--- config.mk ---
export PLATFORM = sky130hd
export DESIGN_NAME = keypad_code_lock_entry_top
export DESIGN_NICKNAME = d
export VERILOG_FILES = /design/src/sv/kcl_pkg.sv /design/src/sv/kcl_step.sv /design/src/sv/keypad_code_lock_entry_top.sv
export SDC_FILE = /design/constraint.sdc
export NUM_CORES = 1
export LEC_CHECK = 0
export BUFFER_PORTS_ARGS = -buffer_cell sky130_fd_sc_hd__buf_4
export CAP_MARGIN = 40
export CORE_MARGIN = 5
export CORE_UTILIZATION = 40
export CTS_CLUSTER_SIZE = 8
export DETAILED_ROUTE_END_ITERATION = 10
export HOLD_SLACK_MARGIN = 0.03
export PLACE_DENSITY = 0.6
export SETUP_SLACK_MARGIN = 0.4
export SYNTH_ARGS = -nofsm -noshare
export SYNTH_HDL_FRONTEND = slang
export SYNTH_HIERARCHICAL = 1
export SYNTH_SLANG_ARGS = --single-unit
--- constraint.sdc ---
create_clock -name clk -period 6.6 [get_ports clk]
set_input_delay 1.32 -clock clk [delete_from_list [all_inputs] [get_ports clk]]
set_output_delay 1.32 -clock clk [all_outputs]
set_load 0.02 [all_outputs]
--- src/sv/kcl_pkg.sv ---
// Shared constants and types for the keypad code lock entry block.
// Key codes, event codes, register indexes and the decision word.
// No dependencies.
`default_nettype none

package kcl_pkg;

  // Number of digits in the unlock code; the top-level default
  localparam int KCL_CODE_DIGITS = 4;

  // Configuration register indexes
  localparam logic CFG_UNLOCK_CODE = 1'b0;
  localparam logic CFG_DEBOUNCE_MS = 1'b1;

  // Register reset values
  localparam logic [15:0] UNLOCK_CODE_RST = 16'h1234;
  localparam logic [7:0]  DEBOUNCE_MS_RST = 8'd60;

  // Input action codes
  localparam logic ACT_KEY     = 1'b0;
  localparam logic ACT_RELEASE = 1'b1;

  // Mapped key codes (ASCII)
  localparam logic [7:0] KEY_WARN   = 8'h41;  // 'A'
  localparam logic [7:0] KEY_HELP   = 8'h42;  // 'B'
  localparam logic [7:0] KEY_CLEAR  = 8'h43;  // 'C'
  localparam logic [7:0] KEY_DELETE = 8'h2A;  // '*'
  localparam logic [7:0] KEY_SUBMIT = 8'h23;  // '#'
  localparam logic [7:0] KEY_ZERO   = 8'h30;  // '0'
  localparam logic [7:0] KEY_NINE   = 8'h39;  // '9'

  // Result event kinds
  localparam logic [1:0] EV_WARN   = 2'd0;
  localparam logic [1:0] EV_HELP   = 2'd1;
  localparam logic [1:0] EV_UNLOCK = 2'd2;
  localparam logic [1:0] EV_BAD    = 2'd3;

  // What one word does to the state and the result slot
  typedef struct packed {
    logic       release_all;  // clear the wait-for-release flag
    logic       take;         // key accepted: update last key, arm wait
    logic       emit;         // produce a result word
    logic [1:0] kind;         // event kind of that result
    logic       clr;          // empty the entry buffer
    logic       del;          // drop the last digit
    logic       push;         // append key_char as a digit
  } kcl_dec_t;

endpackage

`default_nettype wire

--- src/sv/kcl_step.sv ---
// Decision logic for one keypad word: debounce filter, key decode, code compare.
// Depends on kcl_pkg.
`default_nettype none

module kcl_step import kcl_pkg::*; #(
  parameter int CODE_DIGITS = KCL_CODE_DIGITS,
  localparam int LW = $clog2(CODE_DIGITS + 1)
) (
  input  wire logic                     action,
  input  wire logic [7:0]               key_char,
  input  wire logic [31:0]              now_ms,
  input  wire logic                     waiting_release,
  input  wire logic [7:0]               last_key,
  input  wire logic [31:0]              last_key_time,
  input  wire logic [7:0]               debounce_ms,
  input  wire logic [15:0]              unlock_code,
  input  wire logic [LW-1:0]            entry_length,
  input  wire logic [CODE_DIGITS*4-1:0] entered_digits,
  output kcl_dec_t                      dec
);

  logic [31:0] elapsed;
  logic        bounce;
  logic        match;
  logic [31:0] code_wide;

  assign elapsed   = now_ms - last_key_time;
  assign bounce    = (elapsed < {24'd0, debounce_ms}) && (key_char == last_key);
  assign code_wide = {16'd0, unlock_code};

  // Full entry and every digit equal to its nibble; when there are more
  // than four digits, the leading ones compare against zero.
  always_comb begin
    match = (entry_length == LW'(CODE_DIGITS));
    for (int i = 0; i < CODE_DIGITS; i++) begin
      if (entered_digits[4*i +: 4] != code_wide[4*(CODE_DIGITS-1-i) +: 4]) begin
        match = 1'b0;
      end
    end
  end

  always_comb begin
    dec             = '0;
    dec.release_all = (action == ACT_RELEASE);
    if ((action == ACT_KEY) && !waiting_release && !bounce) begin
      dec.take = 1'b1;
      case (key_char)
        KEY_WARN: begin
          dec.emit = 1'b1;
          dec.kind = EV_WARN;
        end
        KEY_HELP: begin
          dec.emit = 1'b1;
          dec.kind = EV_HELP;
        end
        KEY_CLEAR: begin
          dec.clr = 1'b1;
        end
        KEY_DELETE: begin
          dec.del = (entry_length != '0);
        end
        KEY_SUBMIT: begin
          dec.emit = 1'b1;
          dec.kind = match ? EV_UNLOCK : EV_BAD;
          dec.clr  = 1'b1;
        end
        default: begin
          if (key_char inside {[KEY_ZERO:KEY_NINE]}) begin
            dec.push = (entry_length < LW'(CODE_DIGITS));
          end
        end
      endcase
    end
  end

endmodule

`default_nettype wire

--- src/sv/keypad_code_lock_entry_top.sv ---
// Keypad code lock entry: an input word goes into the input register, then through
// the decision logic into the result register, which raises out_valid when the
// word makes a result.
// Throughput one word per cycle; the only stall is a full result register
// that the sink does not take. cfg_ready is always high.
// rst_n is synchronous, active low: clears both valid flags, the key history,
// the entry length and loads the register reset values.
`default_nettype none

module keypad_code_lock_entry_top import kcl_pkg::*; #(
  parameter int CODE_DIGITS = KCL_CODE_DIGITS,
  localparam int LW = $clog2(CODE_DIGITS + 1)
) (
  input  wire logic        clk,
  input  wire logic        rst_n,
  // input words
  input  wire logic        in_valid,
  output logic             in_ready,
  input  wire logic        in_action,
  input  wire logic [7:0]  in_key_char,
  input  wire logic [31:0] in_now_ms,
  // result words
  output logic             out_valid,
  input  wire logic        out_ready,
  output logic [1:0]       out_event_kind,
  output logic [31:0]      out_event_time,
  // register writes
  input  wire logic        cfg_valid,
  output logic             cfg_ready,
  input  wire logic        cfg_index,
  input  wire logic [15:0] cfg_data
);

  // Configuration registers
  logic [15:0] unlock_code_r;
  logic [7:0]  debounce_ms_r;

  // Input register
  logic        s1_valid_r;
  logic        s1_action_r;
  logic [7:0]  s1_key_r;
  logic [31:0] s1_now_r;

  // Key history and entry buffer
  logic                     waiting_r, waiting_nxt;
  logic [7:0]               last_key_r;
  logic [31:0]              last_time_r;
  logic [LW-1:0]            len_r, len_nxt;
  logic [3:0]               digits_r [CODE_DIGITS];
  logic [CODE_DIGITS*4-1:0] digits_flat;

  // Result register
  logic        out_valid_r, out_valid_nxt;
  logic [1:0]  out_kind_r;
  logic [31:0] out_time_r;

  kcl_dec_t dec;
  logic     proc;

  // The word in the input register moves on whenever the result slot is
  // free or drains this cycle; every word waits on a stalled result slot,
  // whether it makes a result or not.
  assign proc     = s1_valid_r && (!out_valid_r || out_ready);
  assign in_ready = !s1_valid_r || proc;
  assign cfg_ready = 1'b1;

  assign out_valid      = out_valid_r;
  assign out_event_kind = out_kind_r;
  assign out_event_time = out_time_r;

  always_comb begin
    for (int i = 0; i < CODE_DIGITS; i++) begin
      digits_flat[4*i +: 4] = digits_r[i];
    end
  end

  kcl_step #(
    .CODE_DIGITS (CODE_DIGITS)
  ) u_step (
    .action          (s1_action_r),
    .key_char        (s1_key_r),
    .now_ms          (s1_now_r),
    .waiting_release (waiting_r),
    .last_key        (last_key_r),
    .last_key_time   (last_time_r),
    .debounce_ms     (debounce_ms_r),
    .unlock_code     (unlock_code_r),
    .entry_length    (len_r),
    .entered_digits  (digits_flat),
    .dec             (dec)
  );

  // Next values of the control state
  always_comb begin
    waiting_nxt   = waiting_r;
    len_nxt       = len_r;
    out_valid_nxt = out_valid_r && !out_ready;
    if (proc) begin
      if (dec.release_all) begin
        waiting_nxt = 1'b0;
      end
      if (dec.take) begin
        waiting_nxt = 1'b1;
      end
      if (dec.clr) begin
        len_nxt = '0;
      end else if (dec.del) begin
        len_nxt = len_r - LW'(1);
      end else if (dec.push) begin
        len_nxt = len_r + LW'(1);
      end
      out_valid_nxt = dec.emit;
    end
  end

  // Control registers
  always_ff @(posedge clk) begin
    if (!rst_n) begin
      unlock_code_r <= UNLOCK_CODE_RST;
      debounce_ms_r <= DEBOUNCE_MS_RST;
      s1_valid_r    <= 1'b0;
      waiting_r     <= 1'b0;
      last_key_r    <= '0;
      last_time_r   <= '0;
      len_r         <= '0;
      out_valid_r   <= 1'b0;
    end else begin
      if (cfg_valid && cfg_ready) begin
        case (cfg_index)
          CFG_UNLOCK_CODE: unlock_code_r <= cfg_data;
          CFG_DEBOUNCE_MS: debounce_ms_r <= cfg_data[7:0];
          default: ;
        endcase
      end
      if (in_ready) begin
        s1_valid_r <= in_valid;
      end
      waiting_r   <= waiting_nxt;
      len_r       <= len_nxt;
      out_valid_r <= out_valid_nxt;
      // remember the last accepted key and when it came
      if (proc && dec.take) begin
        last_key_r  <= s1_key_r;
        last_time_r <= s1_now_r;
      end
    end
  end

  // Payload registers: no reset needed
  always_ff @(posedge clk) begin
    if (in_valid && in_ready) begin
      s1_action_r <= in_action;
      s1_key_r    <= in_key_char;
      s1_now_r    <= in_now_ms;
    end
    if (proc && dec.emit) begin
      out_kind_r <= dec.kind;
      out_time_r <= s1_now_r;
    end
    // append the digit at the current fill position; the low nibble of an
    // ASCII digit is its value
    for (int i = 0; i < CODE_DIGITS; i++) begin
      if (proc && dec.push && (len_r == LW'(i))) begin
        digits_r[i] <= s1_key_r[3:0];
      end
    end
  end

endmodule

`default_nettype wire

# ---- Word-level counts from Yosys, hierarchy flattened
# Memories as Yosys holds them, arrays and structs flattened.
# Index checks and enable logic that the tools add are counted.
dict set report classes {
  reduce_logical 34
  n_lt_le_gt_ge 4
  addsub 3
  muxes 34
  bitwise_logic 2
  n_eq_ne 14
}
# cell n
set ops {}
lappend ops {{$lt A32 B8 Y1} 1}
lappend ops {{$sub A32 B32 Y32} 1}
lappend ops {{$eq A8 B7 Y1 const B} 3}
lappend ops {{$mux W1} 23}
lappend ops {{$eq A8 B6 Y1 const B} 2}
lappend ops {{$ne A4 B4 Y1} 4}
lappend ops {{$logic_and A1 B1 Y1} 14}
lappend ops {{$mux W4} 3}
lappend ops {{$reduce_or A4 Y1} 3}
lappend ops {{$mux W3} 3}
lappend ops {{$pmux W3 S3} 1}
lappend ops {{$eq A8 B8 Y1} 1}
lappend ops {{$ge A8 B6 Y1 const B} 1}
lappend ops {{$le A8 B6 Y1 const B} 1}
lappend ops {{$reduce_and A2 Y1} 4}
lappend ops {{$mux W7} 1}
lappend ops {{$eq A3 B2 Y1 const B} 2}
lappend ops {{$mux W2} 3}
lappend ops {{$reduce_bool A3 Y1} 2}
lappend ops {{$logic_not A1 Y1} 5}
lappend ops {{$reduce_or A5 Y1} 1}
lappend ops {{$add A3 B1 Y3 const B} 1}
lappend ops {{$eq A3 B1 Y1 const B} 1}
lappend ops {{$eq A3 B3 Y1 const B} 1}
lappend ops {{other kinds (7)} 9}
dict set report word_totals {
  inputBits 63
  word_cells 105
  regBits 145
  ram_bits 16
  n_memories 1
}
# name depth word_bits rd rd_ports_with_merged_regs wr line
set mem_list {}
lappend mem_list {digits_r 4 4 4 0 1 keypad_code_lock_entry_top.sv:49} ;# logic [3:0] digits_r [CODE_DIGITS];

# ---- Logic depth before layout (Yosys ltp)
# Gate-level depths: netlist (run 1).
# An unclocked memory read counts as a cell.
dict set report logic_depth {
  word_depth 17
  depth_mapped 23
  depth_no_buf 21
}

# ---- By module
# The synthesis (run 1) kept the hierarchy.
# mod cells_per_inst area_per_inst_um2 seq_area_each_um2 n_inst
set modules_own_cells {}
lappend modules_own_cells {keypad_code_lock_entry_top 422 5549.1 4134.0 1}
lappend modules_own_cells {kcl_step 495 3260.6 0.0 1}

# ---- Worst setup path before layout (run 1)
# No wires, ideal clock.
dict set report synth_timing {
  path_type {reg-to-reg}
  startpoint {reg s1_now_r[1]}
  endpoint {reg len_r[2]}
  required_time_ps 6481
  n_path_buf 0
  stages_incl_launch_ff 20
  synth_period_minus_slack_ps 4451
  path_slack_ps 2149
  arrival_time_ps 4332
  cell_sequence {edfxtp_1 -> ha_1 -> nor2b_1 -> o2111ai_1 -> nand2_1 -> a21o_1 -> a21oi_1 -> xnor2_1 -> ha_1 -> a31oi_1 -> nor4bb_1 -> o2111ai_1 -> or4_1 -> nor4_1 -> nand4b_1 -> nor4_2 -> nor2_1 -> o311ai_4 -> a21oi_1 -> o221a_2}
}
# element line
set synth_lines {}
lappend synth_lines {{from (decl)} keypad_code_lock_entry_top.sv:42} ;# logic [31:0] s1_now_r;
lappend synth_lines {{from (signal assigned)} keypad_code_lock_entry_top.sv:154} ;# s1_now_r <= in_now_ms;
lappend synth_lines {{to (signal assigned)} keypad_code_lock_entry_top.sv:139} ;# len_r <= len_nxt;
lappend synth_lines {{to (decl)} keypad_code_lock_entry_top.sv:48} ;# logic [LW-1:0] len_r, len_nxt;

==> results.md, run 1 <==
* Status: finished clean
* Worst r2r dst: last_time_r[26]
* FMAX at about 0.19 GHz
* Rows at between 50 and 60
* Distinct cell type count after synthesis at 87
* Max Buffers Root-to-Sink at 2
* Clock Pin Slew Worst Setup and Hold Paths at 0.07 ns
* Post-synth EDFFs at 91
* CP max stage cell: or4_1
* Post-synthesis cell area at 8810 um^2
* Psw at 0.000720 W
* Compound-Gate Fraction of Synth Area at 0.177
* Largest net degree at the start of global routing at 71
* PD cells at 239 nW/um^2
* Via density at 5.26
* Synth top cells by count: 176 x nand2_1, 91 x edfxtp_1, 70 x dfxtp_1, 52 x inv_1, 51 x a21oi_1
* Leading area contributor after synthesis: edfxtp_1
* DRC at 0
* Synth Area in Adders at 0.0648
* Family with the most delay on the worst path: simple AND/OR/NAND/NOR gates
* Crit share post-route at 0.795
* CP Max Fanout at 40
* Min-Delay Path Depth at 2
* Overall Power at 0.00248 W
* Hold Crit Start: last_time_r[4]
* Synth Area in Simple Gates at 0.195
* Via count at slightly below 7000
* Clk pwr share at 0.406
* Slew HR at 0.476
* Post-Syn Nets at 1025
* XOR/XNOR Fraction of Synth Area at 0.0388
* Largest family of logic cells by synthesized area: simple AND/OR/NAND/NOR gates
* Mean post-synth cell area at 9.61 um^2
* Mapped Cells at 917
* CP Data Required Time at roughly 7.0 ns
* Critical path depth at 20
* Leak pwr at 3.83 nW
* Crit-path cells: inv_1 > ha_1 > fa_1 > nand2b_1 > a21oi_1 > nor2_1 > xnor2_1 > ha_1 > a31oi_1 > nor4bb_1 > o2111ai_1 > or4_1 > nor4_1 > nand4b_1 > nor4_2 > nor3_1 > nand3_1 > buf_4 > nand2_1 > a21boi_1
* Setup Buffers After CTS at 0
* Initial Util at 0.405
* RSZ-0062 raised after global routing: no
* Maxcap violations at 0
* GRT Overall Usage at 0.174
* Top cell type's share of synthesized area at 0.310
* Most common cell in the netlist: nand2_1
* Switching part of the total at 0.291
* Worst hold path type: register to register
* Post-Route Utilization at 0.476
* Buffers & Inverters on Critical Path at 2
* Grt ovf at 0
* Layout cells sized above 1 at 0.164
* Worst-Skew Late Latency at ~0.44 ns
* Crit. End Element: register
* Crit path kind: register to register
* Mux contribution to synthesized area at 0.00653
* Drt initial violations at 326
* Top post-synthesis cells by area: edfxtp_1 31%, dfxtp_1 16%, nand2_1 7.5%
* Slew @ Worst Pin at 0.782 ns
* Post-CTS Resized at 0
* Final setup vio count at 0
* Hold_buf cts at 0
* Register area share after synthesis at 0.469
* Die area at 25100 um^2
* Power Internal at between 0.0015 and 0.002 W
* Final Wtd Congestion at 0.934
* Most Frequent Cell on Critical Path: ha_1
* Cts bufs inserted at 17
* Slowest stage delay, CP at 0.51 ns
* Seq cells post-synth at 161
* FF-to-FF path depth at 20
* Fillers at 2093
* Antenna Cells at 0
* Die W at 158 um
* Worst R2R Start: s1_now_r[0]
* TNS Setup at 0 ns
* Clk root buf: clkbuf_16
* Seq pwr share at 0.451
* CP Launch Type: register
* Ys flop type: edfxtp_1
* Vias in the first global route at between 6000 and 7000
* Max Slew Vio Count at 0
* Post-synth ARST share at 0
* I/O pin cnt at 100
* Number of buffers added on ports at 98
* Fin Clk Skew at around 0.011 ns
* Synth Warn # at 6
* Wire per inst at 16.5 um
* CTS tree: built
* Core area at 21800 um^2
* Sink Count at 161
* H-Tree Depth at 4
* Area Growth Syn to Fin at 17.6%
* Final #Nets at 1105
* Critical path arrival at ~5.6 ns
* Initial antenna violation count at 0
* First-pass GRT wire length at 34500 um
* Final min period at around 5.2 ns
* Crit path from: s1_now_r[0]
* VDD IR-drop max at 0.128 mV
* FF-to-FF setup slack at 1.35 ns
* Final HPWL DP at 15800 um
* Detailed Routing Iterations Pass 1 at 6
* Hold Path End: last_time_r[4]
* Drt total wl at 21200 um
* Final hold vios at 0
* Combinational share of power at 0.143
* DRT antenna net count at 0
* Die Span Y at 158 um
-- sequential cells by signal, summed over array words and instances, names as in the netlist --
name and flops:
out_event_kind 2, waiting_r 1, s1_now_r 32, s1_valid_r 1, digits_r 16, s1_action_r 1, last_key_r 8, unlock_code_r 16
last_time_r 32, debounce_ms_r 8, len_r 3, out_valid 1, s1_key_r 8, out_event_time 32
-- worst register-to-register path, cell delays in order (launching register included) --
cell       delay (ns)
edfxtp_1         0.37
inv_1            0.05
ha_1             0.23
fa_1             0.42
nand2b_1         0.21
a21oi_1          0.37
nor2_1           0.12
xnor2_1          0.24
ha_1             0.31
a31oi_1          0.21
nor4bb_1         0.24
o2111ai_1        0.14
or4_1            0.51
nor4_1           0.27
nand4b_1         0.16
nor4_2           0.44
nor3_1           0.11
nand3_1          0.08
buf_4            0.42
nand2_1          0.11
a21boi_1         0.16
-- metal layers --
layer,GRT usage,wire length [um]
met3,0.0334,993
met5,0,0
met4,0.0621,354
met1,0.228,9670
met2,0.288,10200
-- placed cells by master (no fill, tap or decap), drive strengths merged, types with 5 or more instances in the layout --
cell / n
and3: 8
nor4: 11
or3: 9
nand3: 24
edfxtp: 91
buf: 103
a21boi: 60
ha: 44
o211ai: 7
nor3: 12
o21ai: 25
nor2b: 12
dfxtp: 70
xor2: 11
clkinv: 10
xnor2: 28
o21a: 8
o2111ai: 6
a21oi: 53
nand4: 15
a21o: 12
o22ai: 5
inv: 57
nor2: 39
nand2b: 14
clkbuf: 17
nand2: 177
and2: 9
and4: 8
-- power by group through the flow --
| stage | Clock [W] | Sequential [W] | Combinational, W |
|---|---|---|---|
| floorplan | 0 | 0.00113 | 0.000254 |
| detailed placement | 0 | 0.00114 | 0.000350 |
| global route | 0.00108 | 0.00112 | 0.000393 |
| CTS | 0.00104 | 0.00112 | 0.000352 |
| finish | 0.00101 | 0.00112 | 0.000354 |
| global placement | 0 | 0.00114 | 0.000350 |
-- area by class of cell --
type                            instances  area (um^2)  share of cell area
Tap cell                              280          350              0.0338
Clock buffer                           17          425              0.0411
Timing Repair Buffer                  103          793              0.0766
Inverter                               52          195              0.0188
Clock inverter                         15          206              0.0199
Sequential cell                       161         4130               0.399
Multi-Input combinational cell        662         4250               0.411
-- through the flow --
step / instance area, um^2 / instances / setup WS, ns / hold WS (ns)
finish: 10400 / 1290 / 1.35 / 0.452
global placement: 9690 / 1256 / 1.48 / 0.441
detailed placement: 9720 / 1258 / 1.33 / 0.445
floorplan: 8810 / 917 / 2.15 / 0.435
CTS: 10400 / 1290 / 1.31 / 0.455
global route: 10400 / 1290 / 0.891 / 0.465
-- how the worst max path moves through the flow --
stage                                  to  slack (ns)
final                     last_time_r[26]        1.35
after detailed placement         len_r[2]        1.33
after global routing      last_time_r[26]        0.89
after global placement           len_r[2]        1.48
after CTS                 last_time_r[26]        1.31
after floorplan                  len_r[2]        2.15
-- cells by family after synthesis --
kind of cell,after synthesis
fa+ha+maj,45
mux,5
compound gates,218
flops,161
simple gates,354
xor+xnor,39
buf+inv,94
other cells,1
No activity file was read; power rests on OpenSTA's default activity.
==> run 2, diff against run 1 <==
==> constraint.sdc (replaced) <==
create_clock -name clk -period 5.4 [get_ports clk]
set_input_delay 1.08 -clock clk [delete_from_list [all_inputs] [get_ports clk]]
set_output_delay 1.08 -clock clk [all_outputs]
set_load 0.02 [all_outputs]
==> run 2 against run 1 <==
Effect of this change:
- via count increased by 0.56%
- register-to-register slack worse by 0.66 ns
- flip-flop and latch count is the same
- clock skew rose by 0.0051 ns
- routed wire length fell by 0.39%
- non-clock buffer count is 2 higher
- worst hold slack better by 0.00081 ns
- worst setup slack worse by 0.66 ns
==> results.md, run 2 (synthesis gave the netlist of run 1 again) <==
* CP Data Required Time at 5.72 ns (-1.24 ns)
* CTS tree: built
* TNS Setup at 0 ns (unchanged)
* PD cells at 290 nW/um^2 (+21%)
* Final hold vios at 0 (unchanged)
* Hold_buf cts at 0 (unchanged)
* Largest net degree at the start of global routing at 71 (unchanged)
* RSZ-0062 raised after global routing: no
* Number of buffers added on ports at 98 (unchanged)
* DRC at 0 (unchanged)
* Crit. End Element: register
* FMAX at 0.212 GHz (+11%)
* Rows at 54 (unchanged)
* Power Internal at 0.00216 W (+23%)
* Status: finished clean
* Die area at 25100 um^2 (unchanged)
* VDD IR-drop max at 0.171 mV (+34%)
* WL met3 at 1080 um (+8.7%)
* Antenna Cells at 0 (unchanged)
* Commonest non-fill, non-tap cells in the layout: 175 x nand2_1, 102 x buf_4, 91 x edfxtp_1, 70 x dfxtp_1, 52 x inv_1
* Slew @ Worst Pin at 0.779 ns (-0.00252 ns)
* CP Max Fanout at 6 (-85%)
* Fillers at 2107 (+0.67%)
* Wl on met1 at 9420 um (-2.6%)
* Max Buffers Root-to-Sink at 2 (unchanged)
* Final #Nets at 1107 (+0.18%)
* First-pass GRT wire length at 34500 um (about the same)
* Layout cells sized above 1 at 0.179 (+0.0145)
* Final min period at 4.71 ns (-0.541 ns)
* Seq pwr share at 0.450 (about the same)
* Grt ovf at 0 (unchanged)
* Clock Pin Slew Worst Setup and Hold Paths at 0.07 ns (about the same)
* Die W at 158 um (unchanged)
* Highest metal used: met4
* CP Launch Type: register
* Critical path arrival at 5.03 ns (-0.58 ns)
* Fin area at 10500 um^2 (+1.1%)
* Worst hold path type: register to register
* Switching part of the total at 0.290 (-0.000394)
* Sink Count at 161 (unchanged)
* Area Growth Syn to Fin at 18.8%
* Final Wtd Congestion at 0.965 (+3.3%)
* Detailed Routing Iterations Pass 1 at 6 (unchanged)
* Core area at 21800 um^2 (unchanged)
* Initial Util at 0.405 (unchanged)
* Area after DPL at 9750 um^2 (+0.26%)
* Maxcap violations at 0 (unchanged)
* Final setup vio count at 0 (unchanged)
* Leak pwr at 3.86 nW (+0.75%)
* Max Slew Vio Count at 0 (unchanged)
* Drt initial violations at 371 (+14%)
* Vias in the first global route at 6799 (+2.4%)
* Clk pwr share at 0.404 (-0.002)
* Crit share post-route at 0.872 (+0.0766)
* Wire per inst at 16.4 um (-0.54%)
* DRT antenna net count at 0 (unchanged)
* Initial antenna violation count at 0 (unchanged)
* Via count at 6823 (+0.56%)
* H-Tree Depth at 4 (unchanged)
* Die Span Y at 158 um (unchanged)
* Psw at 0.000882 W (+22%)
* Crit path kind: register to register
* Worst-Skew Late Latency at 0.43 ns (about the same)
* Drt total wl at 21200 um (-0.39%)
* Clk root buf: clkbuf_16
* Cts bufs inserted at 17 (unchanged)
* Routed length on met2 at 10200 um (-0.30%)
* I/O pin cnt at 100 (unchanged)
* Via density at 5.28 (+0.40%)
* GRT Overall Usage at 0.173 (-0.00118)
* Combinational share of power at 0.146 (+0.003)
* Slew HR at 0.477 (+0.00169)
* Fin Clk Skew at 0.0160 ns (+0.00515 ns)
* Most common cell after layout, fill and taps aside: nand2_1
* Final HPWL DP at 15800 um (+0.51%)
[run 2: cell types whose count changed in the layout (fill, tap and decap cells not counted), moves of 2 or more]
cell,change
a21oi_1,-3
a21oi_2,+3
inv_6,-3
inv_8,+3
buf_12,+2
ha_1,-2
ha_2,+2
[run 2: timing repair]
item / CTS / global route
pin swaps: 0 / 6
endpoints found under the setup margin: 53 / 94
resized for setup: 2 / 13
setup buffers: 0 / 2
[run 2: worst paths after layout]
check	from	endpoint	slack [ns]	cells after the start
worst min-delay path	last_time_r[8]	last_time_r[8]	0.45	2
worst max-delay path	s1_now_r[0]	len_r[2]	0.69	19
worst max register to register	s1_now_r[0]	len_r[2]	0.69	19
worst min register to register	last_time_r[8]	last_time_r[8]	0.45	2
[run 2: worst max-delay path, stage by stage, from the launching register on]
cell,delay [ns]
edfxtp_1,0.37
inv_1,0.05
ha_1,0.22
fa_1,0.41
nand2b_4,0.18
a21oi_2,0.25
nor2_1,0.10
xnor2_1,0.13
ha_1,0.32
a31oi_2,0.19
nor4bb_2,0.21
o2111ai_1,0.12
or4_1,0.50
nor4_2,0.22
nand4b_1,0.18
nor4_4,0.29
nor2_2,0.12
o311ai_4,0.39
a21oi_1,0.07
o221a_2,0.25
[run 2: final cells by class]
cell class,instances,area (um^2),share of cell area
multi-input combinational,662,4320,0.413
sequential,161,4130,0.395
inverter,52,195,0.0187
clock inverter,15,206,0.0197
tap,280,350,0.0335
clock buffer,17,425,0.0407
timing repair buffer,105,833,0.0796
[run 2: power groups by stage]
stage          clock network (W)  logic (W)  registers, W
5_1_grt                  0.00132   0.000492       0.00137
4_1_cts                  0.00126   0.000435       0.00137
3_5_place_dp                   0   0.000431       0.00140
6_report                 0.00123   0.000444       0.00137
2_1_floorplan                  0   0.000311       0.00138
3_3_place_gp                   0   0.000427       0.00140
[run 2: per-stage QoR]
| step | setup WS [ns] | util | total power (W) | instances | hold WS (ns) |
|---|---|---|---|---|---|
| floorplan | 0.949 | - | 0.00169 | 917 | 0.435 |
| global placement | 0.451 | 0.446 | 0.00182 | 1255 | 0.440 |
| detailed placement | 0.290 | 0.448 | 0.00183 | 1258 | 0.445 |
| CTS | 0.423 | 0.478 | 0.00307 | 1290 | 0.456 |
| global route | 0.398 | 0.481 | 0.00319 | 1292 | 0.466 |
| finish | 0.691 | 0.481 | 0.00304 | 1292 | 0.453 |
[run 2: layer usage]
layer | vias up | GRT usage
met5 | - | 0
met4 | 0 | 0.0548
li1 | 3435 | -
met2 | 170 | 0.288
met1 | 3182 | 0.220
met3 | 36 | 0.0451
==> run 3, diff against run 2 <==
--- a/config.mk
+++ b/config.mk
@@ -12,8 +12,9 @@
 export CTS_CLUSTER_SIZE = 8
 export DETAILED_ROUTE_END_ITERATION = 10
 export HOLD_SLACK_MARGIN = 0.03
-export PLACE_DENSITY = 0.6
+export PLACE_DENSITY = 0.56
 export SETUP_SLACK_MARGIN = 0.4
+export SLEW_MARGIN = 15
 export SYNTH_ARGS = -nofsm -noshare
 export SYNTH_HDL_FRONTEND = slang
 export SYNTH_HIERARCHICAL = 1
==> run 3 against run 2 <==
Effect of this change:
- global-route usage hardly changed
- worst setup slack worse by 0.050 ns
- register-to-register slack worse by 0.05 ns
- via count is 0.15% higher
- maximum frequency is 1.1% lower
- first-iteration DRC count is 0.81% higher
- cell count is 0.23% higher
==> results.md, run 3 (synthesis gave the netlist of run 1 again) <==
* Slew HR at 0.479 (+0.00181)
* Most common cell after layout, fill and taps aside: nand2_1
* Clk root buf: clkbuf_16
* Status: finished clean
* Layout cells sized above 1 at 0.182 (+0.00341)
* CP Launch Type: register
* Largest net degree at the start of global routing at 71 (unchanged)
* Cts bufs inserted at 17 (unchanged)
* Sink Count at 161 (unchanged)
* Post-Route Utilization at 0.483 (+0.00155)
* First-pass GRT wire length at 34100 um (-0.88%)
* Final setup vio count at 0 (unchanged)
* Vias in the first global route at 6466 (-4.9%)
* Crit path kind: register to register
* Via density at 5.28 (about the same)
* RSZ-0062 raised after global routing: no
* Final hold vios at 0 (unchanged)
* Maxcap violations at 0 (unchanged)
* Antenna Cells at 0 (unchanged)
* Hold_buf cts at 0 (unchanged)
* Initial Util at 0.405 (unchanged)
* Worst-Skew Late Latency at 0.43 ns (about the same)
* Rows at 54 (unchanged)
* Area after DPL at 9740 um^2 (about the same)
* GRT Overall Usage at 0.173 (+0.000400)
* Crit share post-route at 0.881 (+0.00934)
* Critical path arrival at 5.08 ns (+0.05 ns)
* CP Max Fanout at 6 (unchanged)
* Die Span Y at 158 um (unchanged)
* Die area at 25100 um^2 (unchanged)
* Final #Nets at 1110 (+0.27%)
* Wire per inst at 16.6 um (+1.5%)
* Number of buffers added on ports at 98 (unchanged)
* CP Data Required Time at 5.72 ns (about the same)
* Fin area at 10500 um^2 (+0.32%)
* Commonest non-fill, non-tap cells in the layout: 175 x nand2_1, 104 x buf_4, 91 x edfxtp_1, 70 x dfxtp_1, 52 x inv_1
* Final min period at 4.76 ns (+0.0504 ns)
* H-Tree Depth at 4 (unchanged)
* Layout Cells excl Fill at 1295 (+0.23%)
* Detailed Routing Iterations Pass 1 at 5 (-1)
* Via count at 6833 (+0.15%)
* Fillers at 2100 (-0.33%)
* Max Slew Vio Count at 0 (unchanged)
* Core area at 21800 um^2 (unchanged)
* Grt ovf at 0 (unchanged)
* DRT antenna net count at 0 (unchanged)
* Final HPWL DP at 16000 um (+0.93%)
* Drt total wl at 21500 um (+1.7%)
* Inst Count DP at 1258 (unchanged)
* FMAX at 0.210 GHz (-1.1%)
* Slew @ Worst Pin at 0.776 ns (-0.00271 ns)
* PD cells at 291 nW/um^2 (+0.24%)
* Worst hold path type: register to register
* VDD IR-drop max at 0.175 mV (+2.0%)
* Die W at 158 um (unchanged)
* Initial antenna violation count at 0 (unchanged)
* TNS Setup at 0 ns (unchanged)
* Final Wtd Congestion at 0.943 (-2.3%)
* CTS tree: built
* Clock Pin Slew Worst Setup and Hold Paths at 0.08 ns (about the same)
* Fin Clk Skew at 0.0160 ns (-0.00000590 ns)
* Drt initial violations at 374 (+0.81%)
* I/O pin cnt at 100 (unchanged)
* DRC at 0 (unchanged)
* Area Growth Syn to Fin at 19.2%
* Crit. End Element: register
* Max Buffers Root-to-Sink at 2 (unchanged)
* Leak pwr at 3.88 nW (+0.41%)
[run 3: layout make-up]
type,instances,area [um^2],share of cell area
inverter,52,195,0.0186
timing repair buffer,108,852,0.0812
tap,280,350,0.0334
clock buffer,17,425,0.0405
sequential,161,4130,0.394
clock inverter,15,205,0.0195
multi-input combinational,662,4340,0.413
[run 3: layer usage]
metal	share of wire	GRT usage
met4	0.014	0.0471
met3	0.039	0.0348
met1	0.46	0.231
met5	0	0
met2	0.48	0.288
[run 3: path summary, 6_finish.rpt]
check                               startpoint              to  slack (ns)  cells after the start
worst max-delay path               s1_now_r[3]        len_r[2]        0.64                     19
worst min-delay path            last_time_r[8]  last_time_r[8]        0.45                      2
worst max register to register     s1_now_r[3]        len_r[2]        0.64                     19
worst min register to register  last_time_r[8]  last_time_r[8]        0.45                      2
[run 3: timing repair]
action                     CTS  global route
pin swaps                    2             8
setup buffers                1             4
gates resized for setup      5            13
cloned                       0             0
setup endpoints to repair   60            88
[run 3: where the power goes]
group,internal [W],total [W],switching [W]
Clock,0.000637,0.00124,0.000605
Sequential,0.00133,0.00137,0.0000336
Combinational,0.000189,0.000447,0.000259
[run 3: worst max-delay path, cell delays in order (launching register included)]
cell       delay (ns)
edfxtp_1         0.48
ha_2             0.38
nand3_1          0.12
and2_4           0.17
nand2_2          0.06
a21o_1           0.19
a21oi_2          0.15
xnor2_1          0.17
ha_1             0.32
a31oi_2          0.17
nor4bb_4         0.22
o2111ai_1        0.12
or4_1            0.51
nor4_2           0.26
nand4b_1         0.18
nor4_4           0.36
nor2_2           0.11
o311ai_4         0.35
a21oi_1          0.07
o221a_2          0.26
[run 3: stage by stage]
step | setup WS, ns | power [W] | hold slack (ns)
after floorplan | 0.949 | 0.00169 | 0.435
after global placement | 0.348 | 0.00183 | 0.442
after detailed placement | 0.172 | 0.00183 | 0.445
after CTS | 0.500 | 0.00308 | 0.456
after global routing | 0.378 | 0.00320 | 0.475
final | 0.641 | 0.00306 | 0.452
